### config.mk
export PLATFORM = sky130hd
export DESIGN_NAME = battery_cell_detect_and_monitor_unit
export DESIGN_NICKNAME = d
export VERILOG_FILES = /design/src/bcdm_pkg.sv /design/src/bcdm_front.sv /design/src/bcdm_queue.sv /design/src/bcdm_div.sv /design/src/bcdm_back.sv /design/src/battery_cell_detect_and_monitor_unit.sv
export SDC_FILE = /design/constraint.sdc
export NUM_CORES = 1
export LEC_CHECK = 0
export BUFFER_PORTS_ARGS = -buffer_cell sky130_fd_sc_hd__buf_4
export CAP_MARGIN = 15
export CORE_MARGIN = 5
export CORE_UTILIZATION = 60
export DETAILED_ROUTE_END_ITERATION = 7
export PLACE_DENSITY_LB_ADDON = 0.05
export SLEW_MARGIN = 20
export SYNTH_ARGS = -nofsm -noshare
export SYNTH_HDL_FRONTEND = slang
export SYNTH_SLANG_ARGS = --single-unit
### constraint.sdc
create_clock -name clk -period 14 [get_ports clk]
set_clock_uncertainty 0.15 [all_clocks]
set_input_delay 4.2 -clock clk [delete_from_list [all_inputs] [get_ports clk]]
set_output_delay 4.2 -clock clk [all_outputs]
set_load 0.01 [all_outputs]
### src/bcdm_pkg.sv
// Shared types, constants and helper functions for the battery cell
// detect and monitor unit. No dependencies; every other file depends on it.
package bcdm_pkg;

  // Field widths
  localparam int CODE_W   = 12;
  localparam int SCALE_W  = 12;
  localparam int MV_W     = 16;
  localparam int THR_W    = 16;
  localparam int CFG_W    = 16;
  localparam int CELLS_W  = 3;
  localparam int CHARGE_W = 10;
  localparam int SUM_W    = 32;
  localparam int CNT_W    = 16;
  localparam int LWC_W    = 8;
  localparam int IN_TDATA_W  = 16;
  localparam int OUT_TDATA_W = 48;

  // Shared divider
  localparam int DIV_W = 32;
  localparam int DSR_W = 16;

  // Default sample queue depth between front and back
  localparam int QUEUE_DEPTH = 2;

  // Configuration register indexes
  localparam logic REG_SCALE  = 1'b0;
  localparam logic REG_WINDOW = 1'b1;

  localparam logic [SCALE_W-1:0] SCALE_RESET  = 12'd2240;
  localparam logic [THR_W-1:0]   WINDOW_RESET = 16'd40;

  // Detection window and voltage classes
  localparam int unsigned DETECT_SAMPLES = 20;
  localparam int unsigned DETECT_N       = DETECT_SAMPLES + 1;
  localparam int unsigned C3_LO_MV = 10100;
  localparam int unsigned C3_HI_MV = 13600;
  localparam int unsigned C4_LO_MV = 13800;
  localparam int unsigned C4_HI_MV = 17400;

  // Charge model, per cell
  localparam int unsigned CELL_EMPTY_MV = 3120;
  localparam int unsigned CELL_FULL_MV  = 4250;
  localparam int unsigned CELL_SPAN_MV  = CELL_FULL_MV - CELL_EMPTY_MV;
  localparam int unsigned PERMILLE      = 1000;
  localparam logic [CHARGE_W-1:0] CHARGE_CAP    = 10'd990;
  localparam logic [CHARGE_W-1:0] LOW3_PERMILLE = 10'd30;
  localparam logic [CHARGE_W-1:0] LOW4_PERMILLE = 10'd600;
  localparam logic [LWC_W-1:0]    LOW4_WINDOWS  = 8'd40;

  localparam logic [CELLS_W-1:0] CELLS_NONE  = 3'd0;
  localparam logic [CELLS_W-1:0] CELLS_TWO   = 3'd2;
  localparam logic [CELLS_W-1:0] CELLS_THREE = 3'd3;
  localparam logic [CELLS_W-1:0] CELLS_FOUR  = 3'd4;

  // One converted sample handed from front to back
  typedef struct packed {
    logic            nonzero;
    logic [MV_W-1:0] mv;
  } sample_t;

  typedef struct packed {
    logic             start;
    logic [DIV_W-1:0] dividend;
    logic [DSR_W-1:0] divisor;
  } div_req_t;

  typedef struct packed {
    logic             done;
    logic [DIV_W-1:0] quotient;
  } div_rsp_t;

  // Pack class from the sum of the detection window (mean compared exactly)
  function automatic logic [CELLS_W-1:0] classify(input logic [SUM_W-1:0] sum);
    logic [CELLS_W-1:0] c;
    c = CELLS_TWO;
    if (sum > SUM_W'(C3_LO_MV * DETECT_N) && sum < SUM_W'(C3_HI_MV * DETECT_N)) begin
      c = CELLS_THREE;
    end else if (sum > SUM_W'(C4_LO_MV * DETECT_N) &&
                 sum < SUM_W'(C4_HI_MV * DETECT_N)) begin
      c = CELLS_FOUR;
    end
    return c;
  endfunction

  function automatic logic [MV_W-1:0] empty_mv(input logic [CELLS_W-1:0] cells);
    logic [MV_W-1:0] v;
    case (cells)
      CELLS_TWO:   v = MV_W'(CELL_EMPTY_MV * 2);
      CELLS_THREE: v = MV_W'(CELL_EMPTY_MV * 3);
      CELLS_FOUR:  v = MV_W'(CELL_EMPTY_MV * 4);
      default:     v = '0;
    endcase
    return v;
  endfunction

  function automatic logic [DSR_W-1:0] span_mv(input logic [CELLS_W-1:0] cells);
    logic [DSR_W-1:0] v;
    case (cells)
      CELLS_TWO:   v = DSR_W'(CELL_SPAN_MV * 2);
      CELLS_THREE: v = DSR_W'(CELL_SPAN_MV * 3);
      CELLS_FOUR:  v = DSR_W'(CELL_SPAN_MV * 4);
      default:     v = '0;
    endcase
    return v;
  endfunction

endpackage

### src/bcdm_front.sv
// Front end: accepts ADC codes, scales them to millivolts and flags skipped
// conversions, then offers the sample to the queue. Depends on bcdm_pkg.
module bcdm_front (
  input  logic                         clk,
  input  logic                         rst,
  input  logic                         in_valid,
  output logic                         in_ready,
  input  logic [bcdm_pkg::CODE_W-1:0]  code,
  input  logic [bcdm_pkg::SCALE_W-1:0] scale,
  output logic                         smp_valid,
  input  logic                         smp_ready,
  output bcdm_pkg::sample_t            smp
);
  import bcdm_pkg::*;

  logic [CODE_W+SCALE_W:0] rounded;
  logic                    stage_valid;
  sample_t                 stage;

  // Round to nearest millivolt, keep the low 16 bits
  assign rounded  = (CODE_W+SCALE_W+1)'(code) * (CODE_W+SCALE_W+1)'(scale) +
                    (CODE_W+SCALE_W+1)'(128);
  assign in_ready = !stage_valid || smp_ready;

  always_ff @(posedge clk) begin
    if (rst) begin
      stage_valid <= 1'b0;
    end else if (in_ready) begin
      stage_valid <= in_valid;
    end
  end

  always_ff @(posedge clk) begin
    if (in_valid && in_ready) begin
      stage.nonzero <= (code != '0);
      stage.mv      <= rounded[MV_W+7:8];
    end
  end

  assign smp_valid = stage_valid;
  assign smp       = stage;

endmodule

### src/bcdm_queue.sv
// Short sample queue between the front end and the back end, so each side
// stalls on its own. Depends on bcdm_pkg for the entry type.
module bcdm_queue #(
  parameter int DEPTH = bcdm_pkg::QUEUE_DEPTH
) (
  input  logic              clk,
  input  logic              rst,
  input  logic              wr_valid,
  output logic              wr_ready,
  input  bcdm_pkg::sample_t wr_data,
  output logic              rd_valid,
  input  logic              rd_ready,
  output bcdm_pkg::sample_t rd_data
);
  import bcdm_pkg::*;

  localparam int PTR_W = (DEPTH > 1) ? $clog2(DEPTH) : 1;
  localparam int FILL_W = $clog2(DEPTH + 1);

  sample_t           slots [DEPTH];
  logic [PTR_W-1:0]  wr_ptr;
  logic [PTR_W-1:0]  rd_ptr;
  logic [FILL_W-1:0] fill;
  logic              push;
  logic              pop;

  assign wr_ready = (fill != FILL_W'(DEPTH));
  assign rd_valid = (fill != '0);
  assign push     = wr_valid && wr_ready;
  assign pop      = rd_valid && rd_ready;
  assign rd_data  = slots[rd_ptr];

  always_ff @(posedge clk) begin
    if (rst) begin
      wr_ptr <= '0;
      rd_ptr <= '0;
      fill   <= '0;
    end else begin
      if (push) begin
        wr_ptr <= (wr_ptr == PTR_W'(DEPTH - 1)) ? '0 : wr_ptr + 1'b1;
      end
      if (pop) begin
        rd_ptr <= (rd_ptr == PTR_W'(DEPTH - 1)) ? '0 : rd_ptr + 1'b1;
      end
      if (push && !pop) begin
        fill <= fill + 1'b1;
      end else if (pop && !push) begin
        fill <= fill - 1'b1;
      end
    end
  end

  always_ff @(posedge clk) begin
    if (push) begin
      slots[wr_ptr] <= wr_data;
    end
  end

endmodule

### src/bcdm_div.sv
// Shared restoring divider, one quotient bit per cycle, used for window
// averages and charge. Depends on bcdm_pkg for request/response types.
module bcdm_div (
  input  logic               clk,
  input  logic               rst,
  input  bcdm_pkg::div_req_t req,
  output bcdm_pkg::div_rsp_t rsp
);
  import bcdm_pkg::*;

  localparam int STEP_W = $clog2(DIV_W);

  logic              busy;
  logic              done;
  logic [STEP_W-1:0] step;
  logic [DIV_W-1:0]  quo;
  logic [DSR_W-1:0]  rem;
  logic [DSR_W-1:0]  dsr;
  logic [DSR_W:0]    rem_sh;
  logic              ge;
  logic [DSR_W:0]    rem_sub;

  assign rem_sh  = {rem, quo[DIV_W-1]};
  assign ge      = (rem_sh >= {1'b0, dsr});
  assign rem_sub = rem_sh - {1'b0, dsr};

  always_ff @(posedge clk) begin
    if (rst) begin
      busy <= 1'b0;
      done <= 1'b0;
    end else begin
      done <= 1'b0;
      if (req.start) begin
        busy <= 1'b1;
      end else if (busy && step == '0) begin
        busy <= 1'b0;
        done <= 1'b1;
      end
    end
  end

  always_ff @(posedge clk) begin
    if (req.start) begin
      quo  <= req.dividend;
      rem  <= '0;
      dsr  <= req.divisor;
      step <= STEP_W'(DIV_W - 1);
    end else if (busy) begin
      rem  <= ge ? rem_sub[DSR_W-1:0] : rem_sh[DSR_W-1:0];
      quo  <= {quo[DIV_W-2:0], ge};
      step <= step - 1'b1;
    end
  end

  assign rsp.done     = done;
  assign rsp.quotient = quo;

endmodule

### src/bcdm_back.sv
// Back end: accumulates samples, closes detection and monitor windows,
// computes average, charge and the low battery alarm, and holds the result.
// Depends on bcdm_pkg and the shared divider bcdm_div.
module bcdm_back (
  input  logic                          clk,
  input  logic                          rst,
  input  logic [bcdm_pkg::THR_W-1:0]    window_threshold,
  input  logic                          smp_valid,
  output logic                          smp_ready,
  input  bcdm_pkg::sample_t             smp,
  output logic                          out_valid,
  input  logic                          out_ready,
  output logic [bcdm_pkg::OUT_TDATA_W-1:0] out_data
);
  import bcdm_pkg::*;

  localparam logic [2:0] S_IDLE  = 3'd0;
  localparam logic [2:0] S_EVAL  = 3'd1;
  localparam logic [2:0] S_DIV1  = 3'd2;
  localparam logic [2:0] S_CHG   = 3'd3;
  localparam logic [2:0] S_DIV2  = 3'd4;
  localparam logic [2:0] S_ALARM = 3'd5;
  localparam logic [2:0] S_EMIT  = 3'd6;

  localparam int PROD_W = MV_W + CHARGE_W;

  logic [2:0]          state;
  logic                monitor_phase;
  logic [SUM_W-1:0]    sample_sum;
  logic [CNT_W-1:0]    sample_count;
  logic [CELLS_W-1:0]  cells;
  logic [MV_W-1:0]     latest_mv;
  logic [MV_W-1:0]     window_average;
  logic [CHARGE_W-1:0] charge_level;
  logic                low_flag;
  logic [LWC_W-1:0]    low_window_count;
  logic                win_done;
  div_req_t            div_req;
  div_rsp_t            div_rsp;

  logic [MV_W-1:0]     empty;
  logic [MV_W-1:0]     excess;
  logic [PROD_W-1:0]   scaled;
  logic [LWC_W-1:0]    low_window_count_next;
  logic                out_free;

  bcdm_div u_div (
    .clk (clk),
    .rst (rst),
    .req (div_req),
    .rsp (div_rsp)
  );

  assign smp_ready = (state == S_IDLE);
  assign out_free  = !out_valid || out_ready;
  assign empty     = empty_mv(cells);
  assign excess    = window_average - empty;
  assign scaled    = PROD_W'(excess * PROD_W'(PERMILLE));

  always_comb begin
    if (charge_level < LOW4_PERMILLE) begin
      low_window_count_next = (low_window_count == '1) ? low_window_count
                                                        : low_window_count + 1'b1;
    end else begin
      low_window_count_next = '0;
    end
  end

  always_ff @(posedge clk) begin
    if (rst) begin
      state            <= S_IDLE;
      monitor_phase    <= 1'b0;
      sample_sum       <= '0;
      sample_count     <= '0;
      cells            <= CELLS_NONE;
      latest_mv        <= '0;
      window_average   <= '0;
      charge_level     <= '0;
      low_flag         <= 1'b0;
      low_window_count <= '0;
      win_done         <= 1'b0;
      div_req.start    <= 1'b0;
      out_valid        <= 1'b0;
    end else begin
      div_req.start <= 1'b0;
      if (out_valid && out_ready) begin
        out_valid <= 1'b0;
      end
      case (state)
        S_IDLE: begin
          if (smp_valid) begin
            if (smp.nonzero) begin
              sample_sum <= sample_sum + SUM_W'(smp.mv);
              if (sample_count != '1) begin
                sample_count <= sample_count + 1'b1;
              end
              if (monitor_phase) begin
                latest_mv <= smp.mv;
              end
            end
            state <= S_EVAL;
          end
        end
        S_EVAL: begin
          win_done <= 1'b0;
          state    <= S_EMIT;
          if (!monitor_phase) begin
            if (sample_count > CNT_W'(DETECT_SAMPLES)) begin
              cells         <= classify(sample_sum);
              monitor_phase <= 1'b1;
              sample_sum    <= '0;
              sample_count  <= '0;
              win_done      <= 1'b1;
            end
          end else if (sample_count > window_threshold && sample_count != '0) begin
            // Divider latches operands on the start beat; clear the window now
            div_req.start    <= 1'b1;
            div_req.dividend <= sample_sum;
            div_req.divisor  <= sample_count;
            sample_sum       <= '0;
            sample_count     <= '0;
            state            <= S_DIV1;
          end
        end
        S_DIV1: begin
          if (div_rsp.done) begin
            window_average <= div_rsp.quotient[MV_W-1:0];
            state          <= S_CHG;
          end
        end
        S_CHG: begin
          if (window_average <= empty) begin
            charge_level <= '0;
            state        <= S_ALARM;
          end else begin
            div_req.start    <= 1'b1;
            div_req.dividend <= DIV_W'(scaled);
            div_req.divisor  <= span_mv(cells);
            state            <= S_DIV2;
          end
        end
        S_DIV2: begin
          if (div_rsp.done) begin
            charge_level <= (div_rsp.quotient > DIV_W'(CHARGE_CAP)) ? CHARGE_CAP
                                                                : div_rsp.quotient[CHARGE_W-1:0];
            state        <= S_ALARM;
          end
        end
        S_ALARM: begin
          if (cells == CELLS_THREE) begin
            low_flag <= (charge_level < LOW3_PERMILLE);
          end else if (cells == CELLS_FOUR) begin
            low_window_count <= low_window_count_next;
            low_flag         <= (low_window_count_next > LOW4_WINDOWS);
          end
          win_done <= 1'b1;
          state    <= S_EMIT;
        end
        S_EMIT: begin
          // Hold here until the output register is free
          if (out_free) begin
            out_valid <= 1'b1;
            state     <= S_IDLE;
          end
        end
        default: begin
          state <= S_IDLE;
        end
      endcase
    end
  end

  always_ff @(posedge clk) begin
    if (state == S_EMIT && out_free) begin
      out_data <= {1'b0, win_done, low_flag, charge_level, window_average,
                   latest_mv, cells};
    end
  end

endmodule

### src/battery_cell_detect_and_monitor_unit.sv
// Battery cell detect and monitor unit: top level with configuration
// registers, front end, sample queue and back end.
// Depends on bcdm_pkg, bcdm_front, bcdm_queue and bcdm_back.
//
// s_axis carries one 12-bit ADC code per beat (zero = skipped conversion);
// m_axis returns exactly one result beat per input beat, in order. The
// configuration port writes the scale (index 0) and the monitor window
// threshold (index 1); write only while no beat is in flight.
// Flow: the front end scales a code into a registered stage and pushes
// it into a short queue. An item that closes no monitor window passes the
// back end states idle, evaluate and emit. An item that closes a monitor
// window runs the shared one-bit-per-cycle divider twice (average, then
// charge); the charge divide is skipped when the average is at or below
// the empty level. The back end takes no new sample until it has emitted
// the result of the last one.
// Reset: rst clears the valid flags, queue pointers and back-end state and
// loads scale 2240 and window 40. While m_axis is stalled the result is
// held and the back end, the queue and the front stage absorb up to
// QueueDepth + 2 further beats before s_axis_tready drops.
module battery_cell_detect_and_monitor_unit #(
  parameter int QueueDepth = bcdm_pkg::QUEUE_DEPTH
) (
  input  logic                              clk,
  input  logic                              rst,
  // s_axis_tdata: [11:0] adc_code, [15:12] zero
  input  logic                              s_axis_tvalid,
  output logic                              s_axis_tready,
  input  logic [bcdm_pkg::IN_TDATA_W-1:0]   s_axis_tdata,
  // m_axis_tdata: [2:0] cell_count, [18:3] last_voltage_mv, [34:19] average_mv,
  //   [44:35] charge_permille, [45] low_battery, [46] window_done, [47] zero
  output logic                              m_axis_tvalid,
  input  logic                              m_axis_tready,
  output logic [bcdm_pkg::OUT_TDATA_W-1:0]  m_axis_tdata,
  input  logic                              cfg_we,
  input  logic                              cfg_index,
  input  logic [bcdm_pkg::CFG_W-1:0]        cfg_data
);
  import bcdm_pkg::*;

  logic [SCALE_W-1:0] mv_per_code_q8;
  logic [THR_W-1:0]   window_threshold;
  logic               fq_valid;
  logic               fq_ready;
  sample_t            fq_data;
  logic               qb_valid;
  logic               qb_ready;
  sample_t            qb_data;

  always_ff @(posedge clk) begin
    if (rst) begin
      mv_per_code_q8   <= SCALE_RESET;
      window_threshold <= WINDOW_RESET;
    end else if (cfg_we) begin
      case (cfg_index)
        REG_SCALE:  mv_per_code_q8   <= cfg_data[SCALE_W-1:0];
        REG_WINDOW: window_threshold <= cfg_data[THR_W-1:0];
        default: begin
        end
      endcase
    end
  end

  bcdm_front u_front (
    .clk       (clk),
    .rst       (rst),
    .in_valid  (s_axis_tvalid),
    .in_ready  (s_axis_tready),
    .code      (s_axis_tdata[CODE_W-1:0]),
    .scale     (mv_per_code_q8),
    .smp_valid (fq_valid),
    .smp_ready (fq_ready),
    .smp       (fq_data)
  );

  bcdm_queue #(
    .DEPTH (QueueDepth)
  ) u_queue (
    .clk      (clk),
    .rst      (rst),
    .wr_valid (fq_valid),
    .wr_ready (fq_ready),
    .wr_data  (fq_data),
    .rd_valid (qb_valid),
    .rd_ready (qb_ready),
    .rd_data  (qb_data)
  );

  bcdm_back u_back (
    .clk              (clk),
    .rst              (rst),
    .window_threshold (window_threshold),
    .smp_valid        (qb_valid),
    .smp_ready        (qb_ready),
    .smp              (qb_data),
    .out_valid        (m_axis_tvalid),
    .out_ready        (m_axis_tready),
    .out_data         (m_axis_tdata)
  );

endmodule

==> metrics <==
status finished clean; Crit. End Element flip-flop; Final Instance Count excl. Fillers 2947; Sequential cell area 9150 sq um; largest net degree at the start of global routing 74; count of final hold-check violations 0; Placed Instances 2877; Least-Margin Pin Slew 974 ps; IO Port Bufs 82; DR iter-0 viols 1322; setup total negative slack 0 ps; largest area contributor in the netlist edfxtp_1; cts hold-fix bufs 0; clk sink count 360; Die Y 208 microns; commonest non-fill, non-tap cells in the layout 304 x nand2_1, 244 x inv_1, 194 x edfxtp_1; RD Place Congestion 0.885; Top FF cell, synth edfxtp_1; # setup viols final 0; layout filler cell count 3095; Post-synth EDFFs 194; area of the multi-input gates 13000 sq um; post-cts repair resize count 0; top-area cell type share of the netlist area 24.8%; Die Footprint 43100 sq um; Startpoint Class input port; crit path kind input port to flip-flop; asr flop ratio synth 0%; die width 208 microns; clock buffer depth 3; first-pass GRT wire length 88.1 mm; Post-CTS Setup Bufs 0; reg2reg setup slack 6220 ps; Initial Util 60.7%; drt via density 5.84; number of buffers created by CTS 38; number of global-route vias before repair 16800; grt ovf 0; Rows 72; DRT Pass-1 Iters 5; via total after detailed routing 17200; Root Driver clkbuf_16; Clk Latency, worst-skew pair 550 ps; Peak supply drop 0.937 mV; Leak Pwr 0.0108 uW; ANT cells 0; initial antenna violation count 0; Hold Path Depth 0; TritonCTS clock tree yes; gr usage total 24.7%; Mapped Nets 2717; final wirelength 53.5 mm; io pins 88; CP required 14150 ps; pwr dens 270 nW/um^2; Cells after Synth 2358; pre-CTS WS 3940 ps; path depth of the worst reg2reg path 25; Core Box Area 38600 sq um; worst hold-check path type flip-flop to flip-flop; part of the cycle the worst path needs 67.9%; MaxCap Viol Count 0; syn avg cell area 9.95 sq um; RSZ-0062 raised after global routing false; H-Tree Depth 2; Reg clk slew, reported paths 60 ps; count of pins over their slew limit 0; mapped cell area 23500 sq um; Layout Nets 2758; Antenna Violating Nets Remaining 0; Synth area leaders edfxtp_1 25%, dfxtp_1 14%, fa_1 13%, ha_1 9.3%, nand2_1 4.9%; Worst Path Arrival 9650 ps; Layout area overhead 9.86%; FMAX 105 MHz; Synth warnings 0; detailed placement HPWL 40.5 mm; DRC viols 0; most common cell after layout, fill and taps aside nand2_1; crit path max fanout 12; Final Critical Period 9500 ps; Relative slew margins 34.8%; number of library cell types mapped by synthesis 79; register area share after synthesis 39.0%; layout cells sized above 1 9.39%; Setup WS post-layout 4500 ps; Routed WL per cell 18.2 microns; register bit total from synthesis 360
==> layer usage <==
layer	up-vias	GRT usage (%)	share of wire, %
li1	8222	-	-
met1	8399	36.2	45
met4	0	5.48	2.2
met3	83	4.13	6.0
met5	-	0	0
met2	497	39.1	46
==> critical path, cell delays in order <==
cell,delay (ps)
buf_4,170
nand2_1,100
fa_1,540
fa_1,540
inv_1,50
fa_1,550
inv_1,60
fa_1,520
inv_1,50
fa_1,470
ha_1,350
a21oi_1,210
o21ai_0,150
or3_1,320
a31oi_1,210
o21ai_0,200
a2111oi_0,640
o31ai_1,150
xnor2_1,150
==> registers in the layout, indices dropped and copies added (netlist names), 2 cells and up, named ones only <==
name                     count
u_back.sample_sum           32
window_threshold            16
u_back.u_div.rem            16
u_back.u_div.dsr            16
u_back.window_average       16
u_queue.slots               34
u_back.u_div.quo            32
u_back.u_div.step            5
mv_per_code_q8              12
u_queue.fill                 2
u_back.sample_count         16
u_front.smp                 17
u_back.charge_level         10
u_back.cells                 3
u_back.out_data             47
u_back.latest_mv            16
u_back.state                 3
u_back.low_window_count      8
u_back.div_req              49
==> where the power goes <==
group | internal, uW | switching, uW | leakage [uW]
sequential | 1270 | 146 | 0.00314
clock | 618 | 428 | 0.000630
combinational | 1910 | 2590 | 0.00705
==> metrics by stage <==
step,instance area (sq um),hold WS [ps],total power [uW],util (%)
floorplan,23500,250,4930,-
global placement,24400,257,5790,63.3
detailed placement,24400,256,5930,63.3
CTS,25800,268,7010,66.7
global route,25800,279,7640,66.7
finish,25800,267,6960,66.7
==> path summary, 6_finish.rpt <==
path | from | endpoint
max | s_axis_tdata[0] | u_front.smp[15]
min | u_back.div_req[14] | u_back.u_div.dsr[14]
max reg2reg | u_back.cells[1] | u_back.div_req[40]
min reg2reg | u_back.div_req[14] | u_back.u_div.dsr[14]
==> kinds of logic (layout without fill, tap and decap cells) <==
logic type / Yosys count / in the layout / share of synthesized area [%]
other cells: 1 / 1 / 0.0160
flops: 360 / 360 / 39.0
mux: 66 / 66 / 3.08
fa+ha+maj: 321 / 321 / 21.8
buf+inv: 339 / 410 / 5.54
simple gates: 757 / 757 / 15.4
xor+xnor: 95 / 95 / 3.55
compound gates: 419 / 419 / 11.6
==> Yosys cell counts, drive strengths merged, types with 6 or more instances <==
cell type and instances:
o31ai 6, or4 12, xor2 37, nor3 43, nand2 304, a21o 29, a211o 8, o211ai 24
inv 244, dfxtp 166, a22o 23, a211oi 21, ha 174, buf 23, a31oi 19, xnor2 58
clkbuf 71, nor2 123, o21ai 61, and3 23, and2 65, nor4 19, o21a 15, fa 147
edfxtp 194, nand4 32, mux2i 17, a21oi 156, mux2 49, nand2b 35, or3 17, nor2b 18
nand3 42, o21bai 10, a2111oi 6
==> area by class of cell <==
type / instances / share of cell area, %
flip-flops and latches: 360 / 35.5
well taps: 518 / 2.52
repair buffers: 95 / 2.77
inverters: 245 / 3.57
clock inverters: 21 / 0.971
multi-input cells: 1659 / 50.5
clock buffers: 49 / 4.13
No activity file was read; power rests on OpenSTA's default activity.
